$ cat src/ksd_pkg.sv
// ----------------------------------------------------------------------------
// ksd_pkg
// shared types, codes and scancode tables of the scancode decoder
// ----------------------------------------------------------------------------
`default_nettype none

package ksd_pkg;

  localparam int QUEUE_DEPTH_DEF = 32;
  localparam int MAX_RETRIES_DEF = 5;
  localparam int RETRY_W         = 3;
  localparam int LED_W           = 3;

  typedef enum logic [2:0] {
    KIND_CHAR     = 3'd0,
    KIND_SEND     = 3'd1,
    KIND_BREAK    = 3'd2,
    KIND_NEW_TERM = 3'd3,
    KIND_FOCUS    = 3'd4
  } kind_t;

  typedef enum logic {
    FR_IDLE,
    FR_FINISH
  } front_state_t;

  typedef struct packed {
    logic       res_valid;
    kind_t      res_kind;
    logic [7:0] res_value;
    logic       pop_valid;
    logic [7:0] pop_value;
  } rec_t;

  localparam logic [7:0] LED_CMD       = 8'hED;
  localparam logic [7:0] ACK_BYTE      = 8'hFA;
  localparam logic [7:0] RESEND_BYTE   = 8'hFE;

  localparam logic [7:0] SC_ENTER      = 8'h1C;
  localparam logic [7:0] SC_BACKSPACE  = 8'h0E;
  localparam logic [7:0] SC_TAB        = 8'h0F;
  localparam logic [7:0] SC_C_BREAK    = 8'hAE;
  localparam logic [7:0] SC_LSHIFT     = 8'h2A;
  localparam logic [7:0] SC_RSHIFT     = 8'h36;
  localparam logic [7:0] SC_LSHIFT_BRK = 8'hAA;
  localparam logic [7:0] SC_RSHIFT_BRK = 8'hB6;
  localparam logic [7:0] SC_CTRL       = 8'h1D;
  localparam logic [7:0] SC_CTRL_BRK   = 8'h9D;
  localparam logic [7:0] SC_ALT        = 8'h38;
  localparam logic [7:0] SC_ALT_BRK    = 8'hB8;
  localparam logic [7:0] SC_CAPS       = 8'h3A;
  localparam logic [7:0] SC_NUM        = 8'h45;
  localparam logic [7:0] SC_SCROLL     = 8'h46;

  localparam logic [7:0] CH_NEWLINE    = 8'd10;
  localparam logic [7:0] CH_BACKSPACE  = 8'd8;
  localparam logic [7:0] CASE_OFFSET   = 8'h20;
  localparam logic [7:0] CH_UPPER_A    = 8'h41;
  localparam logic [7:0] CH_UPPER_Z    = 8'h5A;

  function automatic logic [7:0] plain_map(input logic [6:0] code);
    logic [7:0] ch;
    case (code)
      7'h02: ch = 8'h31;
      7'h03: ch = 8'h32;
      7'h04: ch = 8'h33;
      7'h05: ch = 8'h34;
      7'h06: ch = 8'h35;
      7'h07: ch = 8'h36;
      7'h08: ch = 8'h37;
      7'h09: ch = 8'h38;
      7'h0A: ch = 8'h39;
      7'h0B: ch = 8'h30;
      7'h0C: ch = 8'h2D;
      7'h0D: ch = 8'h3D;
      7'h10: ch = 8'h51;
      7'h11: ch = 8'h57;
      7'h12: ch = 8'h45;
      7'h13: ch = 8'h52;
      7'h14: ch = 8'h54;
      7'h15: ch = 8'h59;
      7'h16: ch = 8'h55;
      7'h17: ch = 8'h49;
      7'h18: ch = 8'h4F;
      7'h19: ch = 8'h50;
      7'h1A: ch = 8'h5B;
      7'h1B: ch = 8'h5D;
      7'h1E: ch = 8'h41;
      7'h1F: ch = 8'h53;
      7'h20: ch = 8'h44;
      7'h21: ch = 8'h46;
      7'h22: ch = 8'h47;
      7'h23: ch = 8'h48;
      7'h24: ch = 8'h4A;
      7'h25: ch = 8'h4B;
      7'h26: ch = 8'h4C;
      7'h27: ch = 8'h3B;
      7'h28: ch = 8'h27;
      7'h2B: ch = 8'h5C;
      7'h2C: ch = 8'h5A;
      7'h2D: ch = 8'h58;
      7'h2E: ch = 8'h43;
      7'h2F: ch = 8'h56;
      7'h30: ch = 8'h42;
      7'h31: ch = 8'h4E;
      7'h32: ch = 8'h4D;
      7'h33: ch = 8'h2C;
      7'h34: ch = 8'h2E;
      7'h35: ch = 8'h2F;
      7'h37: ch = 8'h2A;
      7'h39: ch = 8'h20;
      7'h47: ch = 8'h37;
      7'h48: ch = 8'h38;
      7'h49: ch = 8'h39;
      7'h4A: ch = 8'h2D;
      7'h4B: ch = 8'h34;
      7'h4C: ch = 8'h35;
      7'h4D: ch = 8'h36;
      7'h4E: ch = 8'h2B;
      7'h4F: ch = 8'h31;
      7'h50: ch = 8'h32;
      7'h51: ch = 8'h33;
      7'h52: ch = 8'h30;
      7'h53: ch = 8'h2E;
      7'h73: ch = 8'h5C;
      7'h7D: ch = 8'h5C;
      default: ch = 8'h00;
    endcase
    return ch;
  endfunction

  function automatic logic [7:0] shift_map(input logic [6:0] code);
    logic [7:0] ch;
    case (code)
      7'h02: ch = 8'h21;
      7'h03: ch = 8'h40;
      7'h04: ch = 8'h23;
      7'h05: ch = 8'h24;
      7'h06: ch = 8'h25;
      7'h07: ch = 8'h5E;
      7'h08: ch = 8'h26;
      7'h09: ch = 8'h2A;
      7'h0A: ch = 8'h28;
      7'h0B: ch = 8'h29;
      7'h0C: ch = 8'h5F;
      7'h0D: ch = 8'h2B;
      7'h1A: ch = 8'h7B;
      7'h1B: ch = 8'h7D;
      7'h27: ch = 8'h3A;
      7'h28: ch = 8'h22;
      7'h2B: ch = 8'h7C;
      7'h33: ch = 8'h3C;
      7'h34: ch = 8'h3E;
      7'h35: ch = 8'h3F;
      7'h73: ch = 8'h5F;
      7'h7D: ch = 8'h7C;
      default: ch = plain_map(code);
    endcase
    return ch;
  endfunction

endpackage

`default_nettype wire

$ cat src/ksd_if.sv
// ----------------------------------------------------------------------------
// ksd channel interfaces
// valid/ready channels for keyboard bytes and decoder results
// ----------------------------------------------------------------------------
`default_nettype none

interface ksd_in_if;
  logic       valid;
  logic       ready;
  logic       cmd;
  logic [7:0] scan_byte;

  modport source (output valid, output cmd, output scan_byte, input ready);
  modport sink   (input valid, input cmd, input scan_byte, output ready);
endinterface

interface ksd_out_if;
  logic       valid;
  logic       ready;
  logic [2:0] kind;
  logic [7:0] value;
  logic       last;

  modport source (output valid, output kind, output value, output last, input ready);
  modport sink   (input valid, input kind, input value, input last, output ready);
endinterface

`default_nettype wire

$ cat src/ksd_ram.sv
// ----------------------------------------------------------------------------
// ksd_ram
// generic single write, single read ram with registered read data
// ----------------------------------------------------------------------------
`default_nettype none

module ksd_ram #(
  parameter int WIDTH = 8,
  parameter int DEPTH = 32
) (
  input  wire logic                     clk,
  input  wire logic                     we,
  input  wire logic [$clog2(DEPTH)-1:0] waddr,
  input  wire logic [WIDTH-1:0]         wdata,
  input  wire logic                     re,
  input  wire logic [$clog2(DEPTH)-1:0] raddr,
  output logic      [WIDTH-1:0]         rdata
);

  logic [WIDTH-1:0] mem [DEPTH];

  always_ff @(posedge clk) begin
    if (we) begin
      mem[waddr] <= wdata;
    end
    if (re) begin
      rdata <= mem[raddr];
    end
  end

endmodule

`default_nettype wire

$ cat src/ksd_front.sv
// ----------------------------------------------------------------------------
// ksd_front
// accepts keyboard bytes, tracks modifier and led state, runs the command
// queue and hands the back end one record per item that has results
// ----------------------------------------------------------------------------
`default_nettype none

module ksd_front #(
  parameter int QUEUE_DEPTH = ksd_pkg::QUEUE_DEPTH_DEF,
  parameter int MAX_RETRIES = ksd_pkg::MAX_RETRIES_DEF
) (
  input  wire logic                     clk,
  input  wire logic                     rst,
  input  wire logic [ksd_pkg::LED_W-1:0] initial_leds,
  ksd_in_if.sink                        scan,
  input  wire logic                     rec_space,
  output logic                          rec_push,
  output ksd_pkg::rec_t                 rec
);

  localparam int PTR_W  = (QUEUE_DEPTH > 1) ? $clog2(QUEUE_DEPTH) : 1;
  localparam int FILL_W = $clog2(QUEUE_DEPTH + 1);
  localparam int SUM_W  = PTR_W + 1;

  ksd_pkg::front_state_t state, state_next;

  logic [1:0]                  shift_bits, shift_bits_next;
  logic                        ctrl_held, ctrl_held_next;
  logic                        alt_held, alt_held_next;
  logic [ksd_pkg::LED_W-1:0]   led_bits, led_bits_next;
  logic                        awaiting_ack, awaiting_ack_next;
  logic [7:0]                  pending_byte;
  logic [ksd_pkg::RETRY_W-1:0] retry_count, retry_count_next;
  logic [PTR_W-1:0]            queue_head, queue_head_next;
  logic [FILL_W-1:0]           queue_fill, queue_fill_next;

  // held for the second step of an item
  logic                        hold_res_valid;
  ksd_pkg::kind_t              hold_res_kind;
  logic [7:0]                  hold_res_value;
  logic                        hold_pop;
  logic                        hold_bypass;
  logic                        hold_wr_valid;
  logic [PTR_W-1:0]            hold_wr_addr;
  logic [7:0]                  hold_wr_data;

  logic                        accept;
  logic [7:0]                  lut_ch, ch;
  logic                        res_valid;
  ksd_pkg::kind_t              res_kind;
  logic [7:0]                  res_value;
  logic                        led_push;
  logic                        push1, push2;
  logic [FILL_W-1:0]           fill_mid;
  logic                        pop;
  logic [SUM_W-1:0]            tail_sum, tail2_sum;
  logic [PTR_W-1:0]            tail, tail2, head_inc;
  logic [7:0]                  pop_byte;

  logic                        ram_we;
  logic [PTR_W-1:0]            ram_waddr;
  logic [7:0]                  ram_wdata;
  logic [7:0]                  ram_rdata;

  assign accept = scan.valid && scan.ready;

  // character lookup
  always_comb begin
    lut_ch = (shift_bits != 2'b00) ? ksd_pkg::shift_map(scan.scan_byte[6:0])
                                   : ksd_pkg::plain_map(scan.scan_byte[6:0]);
    ch = scan.scan_byte[7] ? 8'h00 : lut_ch;
    if ((ch inside {[ksd_pkg::CH_UPPER_A:ksd_pkg::CH_UPPER_Z]}) &&
        (led_bits[2] == (shift_bits != 2'b00))) begin
      ch = ch + ksd_pkg::CASE_OFFSET;
    end
  end

  // byte decode and state update
  always_comb begin
    res_valid         = 1'b0;
    res_kind          = ksd_pkg::KIND_CHAR;
    res_value         = ch;
    shift_bits_next   = shift_bits;
    ctrl_held_next    = ctrl_held;
    alt_held_next     = alt_held;
    led_bits_next     = led_bits;
    awaiting_ack_next = awaiting_ack;
    retry_count_next  = retry_count;
    led_push          = 1'b0;
    if (scan.cmd) begin
      led_bits_next = initial_leds;
      led_push      = 1'b1;
    end else begin
      res_valid = (ch != 8'h00);
      case (scan.scan_byte)
        ksd_pkg::SC_ENTER: begin
          res_valid = 1'b1;
          if (alt_held && (shift_bits != 2'b00)) begin
            res_kind  = ksd_pkg::KIND_NEW_TERM;
            res_value = 8'h00;
          end else begin
            res_value = ksd_pkg::CH_NEWLINE;
          end
        end
        ksd_pkg::SC_BACKSPACE: begin
          res_valid = 1'b1;
          res_value = ksd_pkg::CH_BACKSPACE;
        end
        ksd_pkg::SC_TAB: begin
          if (alt_held) begin
            res_valid = 1'b1;
            res_kind  = ksd_pkg::KIND_FOCUS;
            res_value = 8'h00;
          end
        end
        ksd_pkg::SC_C_BREAK: begin
          if (ctrl_held) begin
            res_valid = 1'b1;
            res_kind  = ksd_pkg::KIND_BREAK;
            res_value = 8'h00;
          end
        end
        ksd_pkg::SC_LSHIFT:     shift_bits_next = shift_bits | 2'b01;
        ksd_pkg::SC_RSHIFT:     shift_bits_next = shift_bits | 2'b10;
        ksd_pkg::SC_LSHIFT_BRK: shift_bits_next = shift_bits & 2'b10;
        ksd_pkg::SC_RSHIFT_BRK: shift_bits_next = shift_bits & 2'b01;
        ksd_pkg::SC_CTRL:       ctrl_held_next = 1'b1;
        ksd_pkg::SC_CTRL_BRK:   ctrl_held_next = 1'b0;
        ksd_pkg::SC_ALT:        alt_held_next = 1'b1;
        ksd_pkg::SC_ALT_BRK:    alt_held_next = 1'b0;
        ksd_pkg::SC_CAPS: begin
          led_bits_next = led_bits ^ 3'b100;
          led_push      = 1'b1;
        end
        ksd_pkg::SC_NUM: begin
          led_bits_next = led_bits ^ 3'b010;
          led_push      = 1'b1;
        end
        ksd_pkg::SC_SCROLL: begin
          led_bits_next = led_bits ^ 3'b001;
          led_push      = 1'b1;
        end
        ksd_pkg::ACK_BYTE: begin
          awaiting_ack_next = 1'b0;
          retry_count_next  = '0;
        end
        ksd_pkg::RESEND_BYTE: begin
          if (awaiting_ack && (retry_count < ksd_pkg::RETRY_W'(MAX_RETRIES))) begin
            retry_count_next = retry_count + 1'b1;
            res_valid        = 1'b1;
            res_kind         = ksd_pkg::KIND_SEND;
            res_value        = pending_byte;
          end
        end
        default: ;
      endcase
    end
  end

  // command queue pointers
  always_comb begin
    tail_sum  = {1'b0, queue_head} + SUM_W'(queue_fill);
    tail      = (tail_sum >= SUM_W'(QUEUE_DEPTH)) ? PTR_W'(tail_sum - SUM_W'(QUEUE_DEPTH))
                                                  : PTR_W'(tail_sum);
    tail2_sum = {1'b0, tail} + 1'b1;
    tail2     = (tail2_sum == SUM_W'(QUEUE_DEPTH)) ? '0 : PTR_W'(tail2_sum);
    head_inc  = (queue_head == PTR_W'(QUEUE_DEPTH - 1)) ? '0 : queue_head + 1'b1;

    push1    = led_push && (queue_fill < FILL_W'(QUEUE_DEPTH));
    push2    = push1 && (queue_fill < FILL_W'(QUEUE_DEPTH - 1));
    fill_mid = queue_fill + FILL_W'(push1) + FILL_W'(push2);
    pop      = !awaiting_ack_next && (fill_mid != '0);

    queue_head_next = pop ? head_inc : queue_head;
    queue_fill_next = fill_mid - FILL_W'(pop);
  end

  // next state
  always_comb begin
    state_next = state;
    case (state)
      ksd_pkg::FR_IDLE:   if (accept) state_next = ksd_pkg::FR_FINISH;
      ksd_pkg::FR_FINISH: state_next = ksd_pkg::FR_IDLE;
      default:            state_next = ksd_pkg::FR_IDLE;
    endcase
  end

  // outputs
  always_comb begin
    scan.ready = 1'b0;
    rec_push   = 1'b0;
    ram_we     = 1'b0;
    ram_waddr  = tail;
    ram_wdata  = ksd_pkg::LED_CMD;
    pop_byte   = hold_bypass ? ksd_pkg::LED_CMD : ram_rdata;
    rec        = '{res_valid: hold_res_valid, res_kind: hold_res_kind,
                   res_value: hold_res_value, pop_valid: hold_pop, pop_value: pop_byte};
    case (state)
      ksd_pkg::FR_IDLE: begin
        scan.ready = rec_space;
        ram_we     = accept && push1;
      end
      ksd_pkg::FR_FINISH: begin
        rec_push  = hold_res_valid || hold_pop;
        ram_we    = hold_wr_valid;
        ram_waddr = hold_wr_addr;
        ram_wdata = hold_wr_data;
      end
      default: ;
    endcase
  end

  always_ff @(posedge clk) begin
    if (rst) begin
      state        <= ksd_pkg::FR_IDLE;
      shift_bits   <= '0;
      ctrl_held    <= 1'b0;
      alt_held     <= 1'b0;
      led_bits     <= '0;
      awaiting_ack <= 1'b0;
      pending_byte <= '0;
      retry_count  <= '0;
      queue_head   <= '0;
      queue_fill   <= '0;
    end else begin
      state <= state_next;
      if (accept) begin
        shift_bits   <= shift_bits_next;
        ctrl_held    <= ctrl_held_next;
        alt_held     <= alt_held_next;
        led_bits     <= led_bits_next;
        awaiting_ack <= awaiting_ack_next || pop;
        retry_count  <= retry_count_next;
        queue_head   <= queue_head_next;
        queue_fill   <= queue_fill_next;
      end
      if ((state == ksd_pkg::FR_FINISH) && hold_pop) begin
        pending_byte <= pop_byte;
      end
    end
  end

  always_ff @(posedge clk) begin
    if (accept) begin
      hold_res_valid <= res_valid;
      hold_res_kind  <= res_kind;
      hold_res_value <= res_value;
      hold_pop       <= pop;
      hold_bypass    <= (queue_fill == '0);
      hold_wr_valid  <= push2;
      hold_wr_addr   <= tail2;
      hold_wr_data   <= {5'b00000, led_bits_next};
    end
  end

  ksd_ram #(
    .WIDTH (8),
    .DEPTH (QUEUE_DEPTH)
  ) u_queue_ram (
    .clk   (clk),
    .we    (ram_we),
    .waddr (ram_waddr),
    .wdata (ram_wdata),
    .re    (accept),
    .raddr (queue_head),
    .rdata (ram_rdata)
  );

endmodule

`default_nettype wire

$ cat src/ksd_fifo.sv
// ----------------------------------------------------------------------------
// ksd_fifo
// two-entry record queue between front and back end
// ----------------------------------------------------------------------------
`default_nettype none

module ksd_fifo (
  input  wire logic          clk,
  input  wire logic          rst,
  input  wire logic          push,
  input  wire ksd_pkg::rec_t push_rec,
  output logic               space,
  input  wire logic          pop,
  output logic               empty,
  output ksd_pkg::rec_t      head_rec
);

  ksd_pkg::rec_t entries [2];
  logic          wr_ptr;
  logic          rd_ptr;
  logic [1:0]    count;

  assign space    = (count != 2'd2);
  assign empty    = (count == 2'd0);
  assign head_rec = entries[rd_ptr];

  always_ff @(posedge clk) begin
    if (rst) begin
      wr_ptr <= 1'b0;
      rd_ptr <= 1'b0;
      count  <= 2'd0;
    end else begin
      if (push) begin
        wr_ptr <= !wr_ptr;
      end
      if (pop) begin
        rd_ptr <= !rd_ptr;
      end
      count <= count + 2'(push) - 2'(pop);
    end
  end

  always_ff @(posedge clk) begin
    if (push) begin
      entries[wr_ptr] <= push_rec;
    end
  end

endmodule

`default_nettype wire

$ cat src/ksd_back.sv
// ----------------------------------------------------------------------------
// ksd_back
// unpacks records into result items through a registered output stage
// ----------------------------------------------------------------------------
`default_nettype none

module ksd_back (
  input  wire logic          clk,
  input  wire logic          rst,
  input  wire logic          empty,
  input  wire ksd_pkg::rec_t head_rec,
  output logic               pop,
  ksd_out_if.source          result
);

  logic           out_valid;
  logic [2:0]     out_kind;
  logic [7:0]     out_value;
  logic           out_last;
  logic           second;
  logic           load;
  logic           use_res;
  ksd_pkg::kind_t sel_kind;
  logic [7:0]     sel_value;
  logic           sel_last;

  assign result.valid = out_valid;
  assign result.kind  = out_kind;
  assign result.value = out_value;
  assign result.last  = out_last;

  always_comb begin
    load      = !empty && (!out_valid || result.ready);
    use_res   = !second && head_rec.res_valid;
    sel_kind  = use_res ? head_rec.res_kind : ksd_pkg::KIND_SEND;
    sel_value = use_res ? head_rec.res_value : head_rec.pop_value;
    sel_last  = !(use_res && head_rec.pop_valid);
    pop       = load && sel_last;
  end

  always_ff @(posedge clk) begin
    if (rst) begin
      out_valid <= 1'b0;
      second    <= 1'b0;
    end else begin
      if (load) begin
        out_valid <= 1'b1;
        second    <= !sel_last;
      end else if (result.ready) begin
        out_valid <= 1'b0;
      end
    end
  end

  always_ff @(posedge clk) begin
    if (load) begin
      out_kind  <= sel_kind;
      out_value <= sel_value;
      out_last  <= sel_last;
    end
  end

endmodule

`default_nettype wire

$ cat src/keyboard_scancode_decoder.sv
// an item's first result passes the front's hold registers, the record fifo and the output
//   register; the front takes no new item while it runs its two-step sequence that shares
//   the single write port of the command queue ram between the two led command bytes
// results leave through a registered output stage at up to one per cycle while ready is high
// reset: synchronous, clears modifiers, leds, ack tracking and queue pointers;
//   queue ram contents are left as they are and no clearing pass is run
// ----------------------------------------------------------------------------
// keyboard_scancode_decoder
// set-1 scancode to character decoder with led command queue and resend handling
// ----------------------------------------------------------------------------
`default_nettype none

module keyboard_scancode_decoder #(
  parameter int QUEUE_DEPTH = ksd_pkg::QUEUE_DEPTH_DEF,
  parameter int MAX_RETRIES = ksd_pkg::MAX_RETRIES_DEF
) (
  input  wire logic                      clk,
  input  wire logic                      rst,
  input  wire logic                      cfg_we,
  input  wire logic [ksd_pkg::LED_W-1:0] cfg_data,
  ksd_in_if.sink                         scan,
  ksd_out_if.source                      result
);

  logic [ksd_pkg::LED_W-1:0] initial_leds;
  logic                      rec_push;
  logic                      rec_space;
  logic                      rec_pop;
  logic                      rec_empty;
  ksd_pkg::rec_t             rec_in;
  ksd_pkg::rec_t             rec_head;

  always_ff @(posedge clk) begin
    if (rst) begin
      initial_leds <= '0;
    end else if (cfg_we) begin
      initial_leds <= cfg_data;
    end
  end

  ksd_front #(
    .QUEUE_DEPTH (QUEUE_DEPTH),
    .MAX_RETRIES (MAX_RETRIES)
  ) u_front (
    .clk          (clk),
    .rst          (rst),
    .initial_leds (initial_leds),
    .scan         (scan),
    .rec_space    (rec_space),
    .rec_push     (rec_push),
    .rec          (rec_in)
  );

  ksd_fifo u_fifo (
    .clk      (clk),
    .rst      (rst),
    .push     (rec_push),
    .push_rec (rec_in),
    .space    (rec_space),
    .pop      (rec_pop),
    .empty    (rec_empty),
    .head_rec (rec_head)
  );

  ksd_back u_back (
    .clk      (clk),
    .rst      (rst),
    .empty    (rec_empty),
    .head_rec (rec_head),
    .pop      (rec_pop),
    .result   (result)
  );

endmodule

`default_nettype wire

$ cat src/flat_wrapper.sv
// flat-port wrapper written by rule: the top's interface ports become plain ports
module keyboard_scancode_decoder_flat 
#(
  parameter int QUEUE_DEPTH = ksd_pkg::QUEUE_DEPTH_DEF,
  parameter int MAX_RETRIES = ksd_pkg::MAX_RETRIES_DEF
)
  (clk, rst, cfg_we, cfg_data, scan_valid, scan_cmd, scan_scan_byte, scan_ready, result_valid, result_kind, result_value, result_last, result_ready);
  ksd_in_if scan_i ();
  ksd_out_if result_i ();
  input  wire logic clk;
  input  wire logic rst;
  input  wire logic cfg_we;
  input  wire logic [ksd_pkg::LED_W-1:0] cfg_data;
  input wire logic [$bits(scan_i.valid)-1:0] scan_valid;
  input wire logic [$bits(scan_i.cmd)-1:0] scan_cmd;
  input wire logic [$bits(scan_i.scan_byte)-1:0] scan_scan_byte;
  output wire logic [$bits(scan_i.ready)-1:0] scan_ready;
  output wire logic [$bits(result_i.valid)-1:0] result_valid;
  output wire logic [$bits(result_i.kind)-1:0] result_kind;
  output wire logic [$bits(result_i.value)-1:0] result_value;
  output wire logic [$bits(result_i.last)-1:0] result_last;
  input wire logic [$bits(result_i.ready)-1:0] result_ready;
  assign scan_i.valid = scan_valid;
  assign scan_i.cmd = scan_cmd;
  assign scan_i.scan_byte = scan_scan_byte;
  assign scan_ready = scan_i.ready;
  assign result_valid = result_i.valid;
  assign result_kind = result_i.kind;
  assign result_value = result_i.value;
  assign result_last = result_i.last;
  assign result_i.ready = result_ready;
  keyboard_scancode_decoder #(.QUEUE_DEPTH(QUEUE_DEPTH), .MAX_RETRIES(MAX_RETRIES)) u_core (.clk(clk), .rst(rst), .cfg_we(cfg_we), .cfg_data(cfg_data), .scan(scan_i), .result(result_i));
endmodule
$ cat config.mk
export PLATFORM = sky130hd
export DESIGN_NAME = keyboard_scancode_decoder_flat
export DESIGN_NICKNAME = d
export VERILOG_FILES = /design/src/ksd_pkg.sv /design/src/ksd_if.sv /design/src/ksd_ram.sv /design/src/ksd_front.sv /design/src/ksd_fifo.sv /design/src/ksd_back.sv /design/src/keyboard_scancode_decoder.sv /design/src/flat_wrapper.sv
export SDC_FILE = /design/constraint.sdc
export NUM_CORES = 1
export LEC_CHECK = 0
export ABC_AREA = 1
export BUFFER_PORTS_ARGS = -buffer_cell sky130_fd_sc_hd__buf_4
export CORE_ASPECT_RATIO = 0.6
export CORE_UTILIZATION = 40
export DETAILED_ROUTE_END_ITERATION = 7
export SLEW_MARGIN = 20
export SYNTH_ARGS = -nofsm -noshare
export SYNTH_HDL_FRONTEND = slang
export SYNTH_SLANG_ARGS = --single-unit
$ cat constraint.sdc
create_clock -name clk -period 3.5 [get_ports clk]
set_clock_uncertainty 0.05 [all_clocks]
set_input_delay 0.175 -clock clk [delete_from_list [all_inputs] [get_ports clk]]
set_output_delay 0.175 -clock clk [all_outputs]
set_load 0.02 [all_outputs]
; ---- Word level (Yosys, flattened, before mapping)
; Memories as Yosys holds them, arrays and structs flattened. A register that Yosys moved wholly into a read port is not among the register bits.
; Index checks and enable logic that the tools add are counted.
[classes]
addsub = 11
magnitude_cmp = 6
eq_ne = 44
n_mux = 49
n_bitwise = 9
n_reduce_logical = 45
[op_table]
columns = cell, n
row1 = case mux 8 bit (20 select lines), 1
row2 = 2-to-1 mux 8 bit, 10
row3 = equality test 8 bit (second input constant), 7
row4 = equality test 7 x 4 -> 1 bit (second input constant), 6
row5 = equality test 7 x 6 -> 1 bit (second input constant), 6
row6 = case mux 8 bit (5 select lines), 1
row7 = equality test 8 x 6 -> 1 bit (second input constant), 4
row8 = equality test 7 x 3 -> 1 bit (second input constant), 4
row9 = 2-to-1 mux 1 bit, 19
row10 = equality test 8 x 4 -> 1 bit (second input constant), 2
row11 = equality test 8 x 5 -> 1 bit (second input constant), 2
row12 = equality test 8 x 7 -> 1 bit (second input constant), 2
row13 = 2-to-1 mux 5 bit, 3
row14 = equality test 7 x 2 -> 1 bit (second input constant), 2
row15 = equality test 7 x 5 -> 1 bit (second input constant), 2
row16 = equality test 7 bit (second input constant), 2
row17 = logical AND 1 bit, 14
row18 = nonzero test 2 bit, 7
row19 = adder 6 x 1 -> 6 bit, 2
row20 = case mux 3 bit (4 select lines), 1
row21 = AND reduction 5 bit, 2
row22 = 2-to-1 mux 3 bit, 3
row23 = inverter 1 bit, 9
row24 = case mux 3 bit (3 select lines), 1
row25 = other kinds (36), 52
[word_totals]
reg_bits = 75
ram_bits = 298
mem_bits_ro = 1792
in_bits = 17
output_inout_bits = 14
wordCells = 196
mem_count = 4
[mem_list]
columns = memory, words, word_bits, read_ports, rd_clocked_by_memory_dff, wr, line_no
row1 = (name not given), 128, 7, 1, 0, 0, ksd_pkg.sv:63  ; case (code)
row2 = (name not given), 128, 7, 1, 0, 0, ksd_pkg.sv:63
row3 = u_core.u_front.u_queue_ram.mem, 32, 8, 1, 1, 1, ksd_ram.sv:20  ; logic [WIDTH-1:0] mem [DEPTH];
row4 = u_core.u_fifo.entries, 2, 21, 1, 1, 1, ksd_fifo.sv:18  ; ksd_pkg::rec_t entries [2];

; ---- Depth between registers and ports, before layout
[depth]
ltp_word = 12
ltp_mapped = 26

; ---- Modules after synthesis
; From an unflattened synthesis, not the netlist that was laid out.
[hier_totals]
cells_unflattened = 1812
area_unflattened_um2 = 18118.6
[by_module_without_submodules]
columns = module, n_inst, cells_per_inst, area_per_inst_um2
row1 = ksd_ram, 1, 922, 10866.7
row2 = ksd_front, 1, 714, 4702.0
row3 = ksd_fifo, 1, 96, 1819.2
row4 = ksd_back, 1, 61, 610.6
row5 = keyboard_scancode_decoder, 1, 19, 120.1

; ---- Worst setup path before layout
; OpenSTA, ideal clock, no wires.
[synth_timing]
kind = in2reg
startpoint = in scan_scan_byte[1]
endpoint = reg u_core.u_front.queue_fill[4]
setup_time_ns = 0.115
arrival_time_ns = 3.452
t_required_ns = 3.335
slack_ns = -0.118
cell_stages = 25
n_path_buf = 0
path_cell_list = inv_1 > ha_1 > inv_1 > nor2_1 > nand2_1 > nand3_1 > o21ai_0 > a31oi_1 > inv_1 > fa_1 > inv_1 > ha_1 > nand2_1 > xor2_1 > nand2_1 > nor2_1 > nand3_1 > o21a_1 > ha_1 > ha_1 > nand2_1 > a21oi_1 > xnor2_1 > o21ai_0 > inv_1
[synth_via]
elab_chain_cells = 10
word_cells_on_any_way = 17
classes_between = add/sub: 3 / eq/ne: 4 / mux: 4 / reduce/logical: 6
[synth_lines]
columns = element, line_no
row1 = "start, declared", flat_wrapper.sv:16  ; input wire logic [$bits(scan_i.scan_byte)-1:0] scan_scan_byte;
row2 = equality test 8 x 7 -> 1 bit or equality test 8 x 6 -> 1 bit (tied branches), ksd_front.sv:95  ; case (scan.scan_byte)
row3 = OR reduction 3 bit (no source line) (*), -
row4 = 2-to-1 mux 1 bit (*), ksd_front.sv:95
row5 = 2-to-1 mux 1 bit (*), ksd_front.sv:90  ; if (scan.cmd) begin
row6 = logical AND 1 bit (*), ksd_front.sv:169  ; push1 = led_push && (queue_fill < FILL_W'(QUEUE_DEPTH));
row7 = logical AND 1 bit (*), ksd_front.sv:170  ; push2 = push1 && (queue_fill < FILL_W'(QUEUE_DEPTH - 1));
row8 = named net u_core.u_front.push2, ksd_front.sv:53  ; logic push1, push2;
row9 = adder 6 x 1 -> 6 bit (*), ksd_front.sv:171  ; fill_mid = queue_fill + FILL_W'(push1) + FILL_W'(push2);
row10 = nonzero test 6 bit (*), ksd_front.sv:172  ; pop = !awaiting_ack_next && (fill_mid != '0);
row11 = logical AND 1 bit (*), ksd_front.sv:172
row12 = named net u_core.u_front.pop, ksd_front.sv:55  ; logic pop;
row13 = subtractor 6 x 1 -> 6 bit (*), ksd_front.sv:175  ; queue_fill_next = fill_mid - FILL_W'(pop);
row14 = "end signal, assigned", ksd_front.sv:235  ; queue_fill <= queue_fill_next;
row15 = "end, declared", ksd_front.sv:35  ; logic [FILL_W-1:0] queue_fill, queue_fill_next;
; The timed path passes the listed nets; every way through them passes the cells marked *.
; A chain may end at the register's enable or synchronous reset.

; ---- Worst setup path after layout
[layout_timing]
startpoint = in scan_scan_byte[0]
endpoint = reg u_core.u_front.queue_fill[4]
; The elaborated chain is that of the path after synthesis.

==> flow_summary.toml <==
[run_status]
outcome = "finished clean"

[placement]
placed_area_um2 = 12700
numPortBuffers = 30
dp.cells = 1641
dpl.hpwl_um = 21700
dpl_worst_slack_ns = -0.336
gp_congestion = 0.973

[sta]
fmax_ghz = 0.309
min_period_ns = 3.24
worst_pin_slew_ns = 0.979
rsz0062_at_grt = "false"
finalHoldViolations = 0
final-max-slew-violation-count = 0
worst_slack_ns = 0.259
maxSlewHeadroom_pct = 34.7
post-route-period-util_pct = 92.6
finalSetupViolCount = 0

[layout]
drive_above_1_share_pct = 15.4
fin_area_um2 = 13700
area_delta_synth_final_pct = 16.8
n_fill_cell = 2653
nets = 1348
fin_cells = 1696

[critical_path]
r2r_start = "u_core.u_front.queue_fill[2]"
cp-endpoint = "u_core.u_front.queue_fill[4]"
required_ns = 3.86
reg2reg_depth = 20
crit_fanout = 4
rr_endpoint = "u_core.u_front.queue_fill[4]"
rrSetupSlack_ns = 0.27
start_kind = "input pin"
crit_type = "input pin to flip-flop"
startpoint = "scan_scan_byte[0]"
cp-end-kind = "flip-flop"
cp.arrival_ns = 3.60

[power_and_ir_drop]
p_leak_nw = 5.31
p_per_area_nw_per_um2 = 660
ir_drop_mv = 0.351

[detailed_routing]
first_pass_iters = 5
viasPerCell = 5.35
num_vias = 9080
routedWlPerCell_um = 18.0
ant_nets = 0
drtIter0Drc = 962
wl_um = 30600
drc = 0

[yosys]
synth_cells = 1211
yosys_register_bits = 238
ys_types = 46
synth_fp_nets = 1256
synth_edf_count = 201
synth_top_area_share_pct = 51.6
async_reset_ff_share_pct = 0
ys.flop_type = "edfxtp_1"
yosys_warnings = 0
yosysTopAreaCell = "edfxtp_1"
synth.area.top_cells = "edfxtp_1, dfxtp_1, nor2_1"
synth.most_common_cell = "edfxtp_1"
syn_area_um2 = 11700
synth.avg_cell_area_um2 = 9.65
synthTopCellsByCount = "edfxtp_1, nor2_1, nand2_1"
ys_seq_area_share_pct = 58.0

[global_route]
grt_pass1_vias = 8230
grt_first_pass_wirelength_um = 47600
grt_max_degree = 69
grt_overflow = 0
grtUsageTotal_pct = 20.5
antenna_found_initial = 2

[floorplanning]
fp.dieArea_um2 = 29900
die_width_um = 223
io_pins = 31
num_rows = 48
die_h_um = 134
start_util_pct = 40.7
core_um2 = 28700

[job]
cap_violations = 0

[clock_network]
cts_tree = "done"
h-tree-depth = 1
clkLatencyLatePin_ns = 0.52
clk_pin_slew_ns = 0.06
cts_buffer_depth = 3
tritoncts.num_buffers = 23
cts_root_buf = "clkbuf_16"
numClockSinks = 238

[hold_path]
hp-class = "input pin to flip-flop"
## critical path: stages
cell        delay [ns]
buf_4             0.14
clkinvlp_4        0.08
ha_4              0.15
inv_1             0.08
nor2_4            0.12
nand3_1           0.12
nand3_1           0.11
o21ai_0           0.10
a31oi_1           0.19
inv_1             0.08
fa_1              0.39
inv_1             0.08
ha_1              0.17
nand2_1           0.09
xor2_2            0.16
nand2_1           0.08
nor2_1            0.11
nand3_1           0.11
o21a_1            0.15
ha_1              0.22
ha_1              0.20
nand2_1           0.10
a21oi_1           0.06
xnor2_1           0.13
o21ai_0           0.15
inv_1             0.05
## cells in the final DEF (no fill, tap or decap), types with 6 or more instances in the layout
cell / Yosys / final
or2_2: 12 / 12
clkbuf_16: 0 / 24
o211ai_1: 17 / 17
nand3_1: 67 / 67
nor2_1: 187 / 187
nand2_1: 180 / 180
edfxtp_1: 201 / 201
dfxtp_1: 37 / 36
o21ai_1: 5 / 7
ha_1: 26 / 24
buf_4: 1 / 100
nor2_2: 12 / 12
nand3_2: 8 / 8
o221ai_1: 17 / 17
xor2_1: 12 / 11
inv_1: 98 / 96
o22ai_1: 17 / 17
a21oi_1: 49 / 49
o21ai_0: 135 / 133
inv_2: 9 / 9
nand4_1: 7 / 7
nor3_1: 16 / 15
dlygate4sd3_1: 0 / 12
nand2_2: 6 / 6
## how the worst min path moves through the flow
stage                                   end  cells past startpoint         from
2_1_floorplan          u_core.u_front.state                      1          rst
3_3_place_gp         u_core.initial_leds[2]                      3  cfg_data[2]
3_5_place_dp         u_core.initial_leds[1]                      3  cfg_data[1]
4_1_cts        u_core.u_front.hold_wr_valid                      3     scan_cmd
5_1_grt        u_core.u_front.hold_wr_valid                      3     scan_cmd
6_report       u_core.u_front.hold_wr_valid                      3     scan_cmd
## registers in the layout, summed over array words and instances, names as in the netlist, 2 cells and up, named ones only
name / count
u_core.u_front.hold_res_kind: 3
u_core.u_front.hold_wr_addr: 5
u_core.u_front.shift_bits: 2
u_core.u_front.hold_wr_data: 3
u_core.u_front.queue_fill: 6
u_core.initial_leds: 3
u_core.u_front.pending_byte: 4
u_core.u_back.result.value: 8
u_core.u_front.led_bits: 3
u_core.u_front.u_queue_ram.rdata: 4
u_core.u_front.u_queue_ram.mem: 128
u_core.u_front.hold_res_value: 8
u_core.u_fifo.entries: 34
u_core.u_back.result.kind: 3
u_core.u_front.queue_head: 5
u_core.u_front.retry_count: 3
u_core.u_fifo.count: 2
## cell type report
| type | count | area (µm²) | area share (%) |
|---|---|---|---|
| inverter | 111 | 424 | 3.11 |
| tap | 375 | 469 | 3.44 |
| antenna | 1 | 2.50 | 0.0183 |
| sequential | 238 | 6780 | 49.6 |
| clock buffer | 30 | 633 | 4.64 |
| timing repair buffer | 112 | 871 | 6.38 |
| multi-input combinational | 817 | 4330 | 31.7 |
| clock inverter | 12 | 148 | 1.08 |
## metal layers
layer / vias up / wire [µm] / global-route usage [%] / share of wire (%)
li1: 4409 / - / - / -
met1: 4244 / 16100 / 34.6 / 53
met2: 397 / 11000 / 25.0 / 36
met3: 28 / 3070 / 5.45 / 10
met4: 2 / 392 / 3.68 / 1.3
met5: - / 12 / 0 / 0.039
## stage by stage
stage	total power [mW]	setup TNS, ns	hold WS [ns]	utilization (%)
after global routing	9.53	0	0.123	47.6
after CTS	9.05	0	0.105	47.5
after floorplan	5.41	0	0.208	-
after detailed placement	6.46	-0.871	0.377	44.4
after global placement	6.45	-0.266	0.364	44.4
final	9.02	0	0.127	47.6
## timing repair
| action | 4_1_cts | 5_1_grt |
|---|---|---|
| hold buffers | 12 | 0 |
| setup buffers | 0 | 0 |
| endpoints found under the hold margin | 15 | 0 |
| resized for setup | 0 | 4 |
| setup endpoints to repair | 0 | 14 |
## power breakdown
group | leakage, nW | switching, mW | total [mW] | internal [mW]
sequential | 2.12 | 0.166 | 3.73 | 3.57
combinational | 2.81 | 1.81 | 2.71 | 0.907
clock | 0.382 | 1.06 | 2.57 | 1.51
total | 5.31 | 3.04 | 9.02 | 5.98
## cell families after synthesis
| logic type | Yosys count | synth area share (%) |
|---|---|---|
| AO/OA/AOI/OAI | 259 | 12.6 |
| XOR/XNOR | 15 | 1.12 |
| adder cells (fa/ha/maj) | 28 | 3.13 |
| buffers and inverters | 156 | 5.29 |
| flip-flops | 238 | 58.0 |
| multiplexers | 3 | 0.257 |
| AND/OR/NAND/NOR | 512 | 19.6 |
(Power assumes the default switching activity.)
